**config.mk**
```make
export PLATFORM = sky130hd
export DESIGN_NAME = mi4_div
export DESIGN_NICKNAME = d
export VERILOG_FILES = /design/src/hw/rtl/mi4_div.sv
export SDC_FILE = /design/constraint.sdc
export NUM_CORES = 1
export LEC_CHECK = 0
export BUFFER_PORTS_ARGS = -buffer_cell sky130_fd_sc_hd__buf_2
export CORE_ASPECT_RATIO = 1.2
export CORE_MARGIN = 5
export CORE_UTILIZATION = 28
export DETAILED_ROUTE_END_ITERATION = 8
export GPL_ROUTABILITY_DRIVEN = 0
export HOLD_SLACK_MARGIN = 0.1
export PLACE_DENSITY = 0.56
export RECOVER_POWER = 100
export SLEW_MARGIN = 20
export SYNTH_ARGS = -nofsm -noshare
export SYNTH_HDL_FRONTEND = slang
export SYNTH_SLANG_ARGS = --single-unit
```
**constraint.sdc**
```tcl
create_clock -name clk -period 4.7 [get_ports clk]
set_input_delay 0.235 -clock clk [delete_from_list [all_inputs] [get_ports clk]]
set_output_delay 0.235 -clock clk [all_outputs]
set_load 0.03 [all_outputs]
```
**src/hw/rtl/mi4_div.sv**
```systemverilog
// Restoring divider on unsigned magnitudes, one quotient bit per cycle.
module mi4_div #(
  parameter int W = 131
) (
  input  logic         clk,
  input  logic         rst_n,
  input  logic         start,
  input  logic [W-1:0] num,
  input  logic [W-1:0] den,
  output logic         done,
  output logic [W-1:0] quo
);
  localparam int CW = $clog2(W);

  logic [W:0]    rem_r;
  logic [W-1:0]  q_r;
  logic [W-1:0]  d_r;
  logic [CW-1:0] cnt_r;
  logic          run_r;
  logic          done_r;
  logic [W:0]    rem_sh;
  logic [W:0]    rem_sub;
  logic          fits;

  // one trial subtract per step
  always_comb begin
    rem_sh  = {rem_r[W-1:0], q_r[W-1]};
    rem_sub = rem_sh - {1'b0, d_r};
    fits    = rem_sh >= {1'b0, d_r};
  end

  always_ff @(posedge clk) begin
    if (!rst_n) begin
      run_r  <= 1'b0;
      done_r <= 1'b0;
      cnt_r  <= '0;
    end else begin
      done_r <= 1'b0;
      if (start) begin
        run_r <= 1'b1;
        cnt_r <= '0;
      end else if (run_r) begin
        cnt_r <= cnt_r + 1'b1;
        if (cnt_r == CW'(W - 1)) begin
          run_r  <= 1'b0;
          done_r <= 1'b1;
        end
      end
    end
  end

  always_ff @(posedge clk) begin
    if (start) begin
      rem_r <= '0;
      q_r   <= num;
      d_r   <= den;
    end else if (run_r) begin
      rem_r <= fits ? rem_sub : rem_sh;
      q_r   <= {q_r[W-2:0], fits};
    end
  end

  assign done = done_r;
  assign quo  = q_r;

endmodule

```
# Word-level counts from Yosys, hierarchy flattened
# Cells that the tools add are included.
[totals] reg_bits=403 latchBits=0 ram_bits=0 mem_bits_ro=0 input_bits=265 out_inout_bits=132 elab_cells=22 n_memories=0
[op_classes] add_sub_neg=2 n_mul=0 n_div=0 order_cmp=1 n_eq_ne=1 shift=0 muxes=7 bitwise_logic=2 reduce_logical=3
[op_table] operator="$mux W131" n=3
[op_table] operator="$ge A132 B131 Y1" n=1
[op_table] operator="$sub A131 B131 Y131" n=1
[op_table] operator="$add A8 B1 Y8 const B" n=1
[op_table] operator="$eq A8 B8 Y1 const B" n=1
[op_table] operator="$mux W1" n=4
[op_table] operator="$reduce_or A3 Y1" n=1
[op_table] operator="$not A1 Y1" n=2
[op_table] operator="$reduce_bool A2 Y1" n=1
[op_table] operator="$reduce_or A2 Y1" n=1

# Logic depth before layout (Yosys ltp)
# Gate-level depths: netlist of the first run.
[logic_depth] depth_word=4 depth_mapped=18 mapped_depth_nobuf=16

# Worst setup path before layout of the first run
# Ideal clock, no wire load.
[synth_path] path_type="register to register" start="register run_r" end="register q_r[0], in the netlist quo[0], enable pin" setup_time_ps=483 t_arrival_ps=3459 required_time_ps=4217 setup_slack_ps=758 path_stages_with_launch=5 path_buffers=2 synth_period_minus_slack_ps=3942 path_cell_list="dfxtp_1 clkbuf_1 nor2_1 clkbuf_1 inv_1"
[synth_via] elab_chain_cells=1
[synth_rtl] element="from (decl)" line_no="19" rtl="logic run_r;"
[synth_rtl] element="from (signal assigned)" line_no="34" rtl="run_r <= 1'b0;"
[synth_rtl] element="from (signal assigned)" line_no="40" rtl="run_r <= 1'b1;"
[synth_rtl] element="from (signal assigned)" line_no="45" rtl="run_r <= 1'b0;"
[synth_rtl] element="$reduce_bool A2 Y1 (no source line)"
[synth_rtl] element="to (signal assigned)" line_no="55" rtl="q_r <= num;"
[synth_rtl] element="to (signal assigned)" line_no="59" rtl="q_r <= {q_r[W-2:0], fits};"
[synth_rtl] element="to (decl)" line_no="16" rtl="logic [W-1:0] q_r;"
# No other way between the ends.
# A chain may end at the register's enable or synchronous reset.

# Worst setup path after layout of the first run
[layout_path] start="register d_r[99]" end="register rem_r[128]"
[layout_via] elab_chain_cells=2 elab_cells_between_ends=3 cone_classes="1 x add/sub; 1 x order compare; 1 x mux"
[layout_rtl] element="from (decl)" line_no="17" rtl="logic [W-1:0] d_r;"
[layout_rtl] element="from (signal assigned)" line_no="56" rtl="d_r <= den;"
[layout_rtl] element="$sub A131 B131 Y131 or $ge A132 B131 Y1 (tied branches)" line_no="28, 29"
[layout_rtl] element="$mux W131 (*)" line_no="58" rtl="rem_r <= fits ? rem_sub : rem_sh;"
[layout_rtl] element="to (signal assigned)" line_no="58"
[layout_rtl] element="to (decl)" line_no="15" rtl="logic [W:0] rem_r;"
# Every way passes the cells marked *; elsewhere a longest branch is shown, timed or not.

==> flow_summary_export.csv, run 1 <==
group,metric,value,unit
sta,hold_viol,0,
worst_setup_path,worstPathMaxFanout,11,
worst_setup_path,cp-end-kind,"flip-flop",
sta,fmax,226,MHz
routing,wl_per_cell,19.4,um
worst_setup_path,worstPathArrival,4920,ps
clocking,clock_latency,630,ps
cells_and_area,final_util,36.2,%
global_route,overflow,0,
cells_and_area,fin_area,0.0321,mm^2
synth,synth_area_leaders,"edfxtp_1 32%, dfxtp_1 11%, ha_1 6.7%, mux2_2 6.0%, a21oi_1 4.6%",
synth,synth_cell_type_count,83,
synth,synth_area,0.0250,mm^2
placed_design,port_buffers,396,
cells_and_area,layout.nets,3676,
synth,yosysSeqAreaShare,42.8,%
placed_design,hpwl,63600,um
synth,yosysTopAreaCellShare,31.5,%
synth,synth_nets,3103,
clocking,clk_pin_slew_worst_paths,70,ps
synth,synth-edff-count,262,
synth,yosys.area_share.adder,6.74,%
die,rows,120,
global_route,grt_max_degree,224,
synth,synth_area_leader_cell,"edfxtp_1",
synth,synth_top_family_by_area,"compound AO/OA/AOI/OAI gates",
synth,yosysMostFrequentCell,"nand2_1",
die,dieHeight,337,um
routing,drt-total-wl,87100,um
worst_setup_path,setup.worst_path.class,"flip-flop to flip-flop",
routing,antenna_left,0,
status,status,"finished with violations",
die,die-area,0.0953,mm^2
synth,synth_compound_area_share,20.1,%
global_route,track_usage,17.5,%
synth,yosysWarnings,0,
sta,fin_crit,4420,ps
synth,synth-xor-area-share,4.35,%
sta,setup_tns,0,ps
sta,holdWs,322,ps
synth,netlist_instances,2704,
cells_and_area,post_route_cells_drive_above_1_share,15.4,%
clocking,numCtsBuffers,49,
status,failed_checks,"max-capacitance violations, max-slew violations",
synth,syn_area_per_cell,9.24,um^2
worst_setup_path,required,5210,ps
sta,relSlewSlack,-162,%
global_route,antenna_found_initial,10,
clocking,clock_path_buffers,3,
synth,synth_flop_cell,"edfxtp_1",
clocking,postCtsSetupBuffers,0,
placed_design,preCtsSetupSlack,189,ps
sta,tightest_slew,3940,ps
worst_setup_path,cpMostUsedCell,"buf_4",
cells_and_area,synthToLayoutAreaGrowth,28.7,%
power,p_leak,0.0128,uW
synth,synth_simple_gate_area_share,14.0,%
global_route,grt_first_pass_wirelength,133000,um
synth,ys_async_sr_fraction,0,%
clocking,cts_tree,"built",
worst_setup_path,critical_path.cell_chain,"inv_1 -> ha_1 -> nand4_1 -> or4_1 -> nor4_2 -> nand3_1 -> nor4_1 -> a311o_1 -> a2111oi_1 -> buf_4 -> o21ai_4 -> buf_4 -> nor3_2 -> clkbuf_2 -> a22oi_1 -> o21ai_0",
die,fp.dieW,283,um
global_route,grt_pass1_vias,23000,
sta,setup_slack,284,ps
worst_setup_path,start_kind,"flip-flop",
power,peakVddDrop,0.326,mV
sta,grt_setup_unrepaired,"no",
routing,firstDrtPassIters,5,
clocking,cts_root_buf,"clkbuf_16",
synth,ys_ff_latch,403,
synth,synth.mux.area_fraction,6.28,%
clocking,clock_sinks,403,
routing,vias,22800,
synth,synth_commonest_cells,"308 x nand2_1, 262 x edfxtp_1, 232 x a21oi_1, 225 x nor2_1, 196 x inv_1",
sta,period_share,94.0,%
die,io_pins,397,
worst_hold_path,hold_path_class,"input port to flip-flop",
clocking,htree_levels,2,
routing,viasPerCell,5.09,
power,p_per_area,359,mW/mm^2
die,core,0.0889,mm^2
worst_setup_path,critPathMaxStageDelay,660,ps
sta,maxSlewViolCount,368,
sta,skew,23.4,ps
worst_setup_path,slowest_stage,"or4_1",
flow_run,maxCapViolCount,4,
routing,post-route-drc-count,0,
sta,setup_violations,0,
placed_design,placed_cell_area,0.0281,mm^2
routing,drt-initial-drc-count,1649,
die,initial_utilization,28.1,%
final timing paths:
| check | startpoint | to | slack, ps | cells past startpoint |
|---|---|---|---|---|
| min | den[65] | d_r[65] | 320 | 2 |
| max | d_r[99] | rem_r[128] | 280 | 16 |
| max reg2reg | d_r[99] | rem_r[128] | 280 | 16 |
| min reg2reg | cnt_r[7] | cnt_r[7] | 490 | 2 |
sequential cells by signal, indices dropped and copies added, names as in the netlist:
register	count
quo	131
run_r	1
rem_r	131
d_r	131
done	1
cnt_r	8
timing repair:
action | in CTS | in global routing
setup endpoints to repair | 0 | 13
gates resized for setup | 0 | 3
hold endpoints to repair | 308 | 0
hold buffers | 264 | 0
logic make-up after synthesis:
kind of cell	Yosys count
simple gates	776
buf+inv	365
fa+ha+maj	134
xor+xnor	124
compound gates	762
mux	140
flops	403
worst max-delay path: cells and delay by family (launching register included):
kind | cells | cell delay, ps
buf+inv | 4 | 820
simple gates | 6 | 1970
compound gates | 5 | 690
flops | 1 | 320
fa+ha+maj | 1 | 490
power by group:
group	internal (uW)	total, uW	leakage [uW]	switching, uW
clock network	2170	3870	0.000795	1700
logic	1240	3310	0.00826	2070
registers	4150	4350	0.00376	207
total	7550	11500	0.0128	3980
stage by stage:
stage / power, uW / std cells
6_report: 11500 / 4483
5_1_grt: 12200 / 4480
4_1_cts: 11700 / 4474
3_5_place_dp: 7530 / 4121
3_3_place_gp: 7530 / 4121
2_1_floorplan: 6560 / 2704
cells in the final DEF (no fill, tap or decap), types with 12 or more instances in the layout:
cell and n:
a211oi_1 32, a21o_1 70, a21oi_1 231, a22oi_1 18, a311oi_1 83, a31oi_1 24
and3_1 15, buf_2 244, buf_4 18, clkbuf_1 158, clkbuf_16 50, dfxtp_1 141
dlygate4sd3_1 264, edfxtp_1 262, ha_1 133, inv_1 195, mux2_2 125, nand2_1 308
nand2b_1 12, nand3_1 23, nand4_1 87, nor2_1 225, nor3_1 31, o21a_1 28
o21ai_0 129, o21ai_1 15, o21bai_1 43, o31ai_1 16, or3_1 18, xnor2_1 85
xor2_1 39
area by class of cell:
type,instances,area (um^2)
sequential,403,10700
clock inverter,28,278
timing repair buffer,691,4710
tap,1159,1450
clock buffer,61,1350
antenna,9,22.5
inverter,196,738
fill,9206,56800
multi-input combinational,1936,12900
per-layer routing:
metal  track usage, %  up-vias  share of wire (%)
met4             5.33        2                3.1
met2             29.9      704                 49
met3             3.70      151                6.3
li1                 -    11000                  -
met5                0        -              0.015
met1             22.3    10900                 42
(Power assumes the default switching activity.)
==> run 2, diff against run 1 <==
--- a/config.mk
+++ b/config.mk
@@ -7,7 +7,7 @@
 export LEC_CHECK = 0
 export BUFFER_PORTS_ARGS = -buffer_cell sky130_fd_sc_hd__buf_2
 export CORE_ASPECT_RATIO = 1.2
-export CORE_MARGIN = 5
+export CORE_MARGIN = 2
 export CORE_UTILIZATION = 28
 export DETAILED_ROUTE_END_ITERATION = 8
 export GPL_ROUTABILITY_DRIVEN = 0
==> flow_summary_export.csv, run 2 (synthesized netlist as in run 1, its figures left out) <==
group,metric,value,unit
cells_and_area,final_cells,4480,
die,initial_utilization,28.1,%
worst_setup_path,r2r_setup_slack,260,ps
global_route,overflow,0,
sta,maxSlewViolCount,348,
clocking,cts_root_buf,"clkbuf_16",
die,fp.dieW,277,um
global_route,grt_max_degree,160,
status,status,"finished with violations",
sta,relSlewSlack,-129,%
placed_design,hpwl,61800,um
sta,tightest_slew,3440,ps
global_route,grt_first_pass_wirelength,129000,um
worst_setup_path,worstPathMaxFanout,5,
die,rows,120,
status,failed_checks,"max-capacitance violations, max-slew violations",
die,core,0.0889,mm^2
worst_setup_path,critPathMaxStageDelay,590,ps
clocking,clock_latency,640,ps
sta,fin_crit,4440,ps
placed_design,port_buffers,396,
power,p_per_area,367,mW/mm^2
cells_and_area,final_util,36.3,%
clocking,clock_path_buffers,3,
routing,wl_per_cell,18.8,um
routing,drt-total-wl,84400,um
sta,fmax,225,MHz
clocking,clock_sinks,403,
global_route,grt_pass1_vias,22600,
flow_run,maxCapViolCount,4,
routing,post-route-drc-count,0,
cells_and_area,synthToLayoutAreaGrowth,29.1,%
cells_and_area,layout.nets,3674,
power,p_leak,0.0129,uW
sta,skew,54.4,ps
worst_setup_path,cp-end-kind,"flip-flop",
placed_design,dp_cells,4118,
sta,period_share,94.4,%
global_route,antenna_found_initial,4,
routing,antenna_left,0,
clocking,cts_tree,"built",
cells_and_area,final_common_cell,"nand2_1",
routing,firstDrtPassIters,6,
worst_hold_path,hold_path_class,"input port to flip-flop",
routing,viasPerCell,5.07,
sta,grt_setup_unrepaired,"no",
worst_setup_path,start_kind,"flip-flop",
worst_setup_path,critical_path.cell_chain,"inv_1 -> ha_1 -> inv_1 -> fa_1 -> a21oi_1 -> o21ai_0 -> a21oi_2 -> o211ai_1 -> a21o_1 -> a31oi_1 -> o21ai_1 -> a21boi_0 -> o22ai_1 -> a21oi_1 -> xnor2_1 -> a211oi_1",
sta,hold_viol,0,
die,dieHeight,331,um
sta,setup_slack,265,ps
cells_and_area,n_fill_cell,9199,
clocking,htree_levels,2,
routing,vias,22700,
worst_setup_path,slowest_stage,"a21boi_0",
clocking,clk_pin_slew_worst_paths,60,ps
sta,setup_violations,0,
power,peakVddDrop,0.301,mV
routing,drt-initial-drc-count,1738,
cells_and_area,post_route_cells_drive_above_1_share,15.4,%
global_route,track_usage,17.6,%
worst_setup_path,required,5060,ps
worst_setup_path,setup.worst_path.class,"flip-flop to flip-flop",
clocking,numCtsBuffers,50,
worst_setup_path,worstPathArrival,4790,ps
placed_design,preCtsSetupSlack,198,ps
die,io_pins,397,
die,die-area,0.0916,mm^2
cells_and_area,final_cell_mix,"308 x nand2_1, 264 x dlygate4sd3_1, 262 x edfxtp_1",
sta,setup_tns,0,ps
power,fin_total_pwr,11800,uW
clocking,postCtsSetupBuffers,0,
## run 2: metrics by stage
stage | instance area [um^2] | hold WS, ps
2_1_floorplan | 25000 | 334
3_5_place_dp | 28100 | 413
5_1_grt | 32200 | 281
6_report | 32200 | 309
3_3_place_gp | 28100 | 412
4_1_cts | 32500 | 271
## run 2: area by class of cell
type                    instances  area, um^2  area share (%)
well taps                    1159        1450            4.50
repair buffers                688        4680            14.5
clock inverters                37         475            1.47
clock buffers                  57        1310            4.06
flip-flops and latches        403       10700            33.2
multi-input cells            1936       12900            40.0
inverters                     196         736            2.28
diodes                          4        10.0          0.0310
## run 2: worst paths after layout
check / end / cells after the start / start
setup / recovery: rem_r[112] / 16 / quo[130]
hold / removal: d_r[47] / 2 / den[47]
setup reg to reg: rem_r[112] / 16 / quo[130]
hold reg to reg: rem_r[48] / 2 / rem_r[47]
## run 2: critical path, delay by kind of cell (launching register included)
kind | cells | cell delay, ps
compound gates | 11 | 2870
fa+ha+maj | 2 | 610
flops | 1 | 420
buf+inv | 2 | 150
xor+xnor | 1 | 140
## run 2: repair_timing
item	4_1_cts	5_1_grt
hold buffers	264	0
endpoints found under the hold margin	308	0
setup endpoints to repair	0	4
resized for setup	0	2
## run 2: where the power goes
part	switching, uW	internal, uW
Clock	1730	2470
Sequential	217	4150
Combinational	2040	1230
Total	3990	7850
## run 2: per-layer routing
layer  wire (um)  up-vias  global-route usage [%]
met5           0        -                       0
met4        2640        0                    5.95
met3        5710      131                    3.61
met2       40500      773                    30.3
met1       35600    10800                    22.1
li1            -    11000                       -
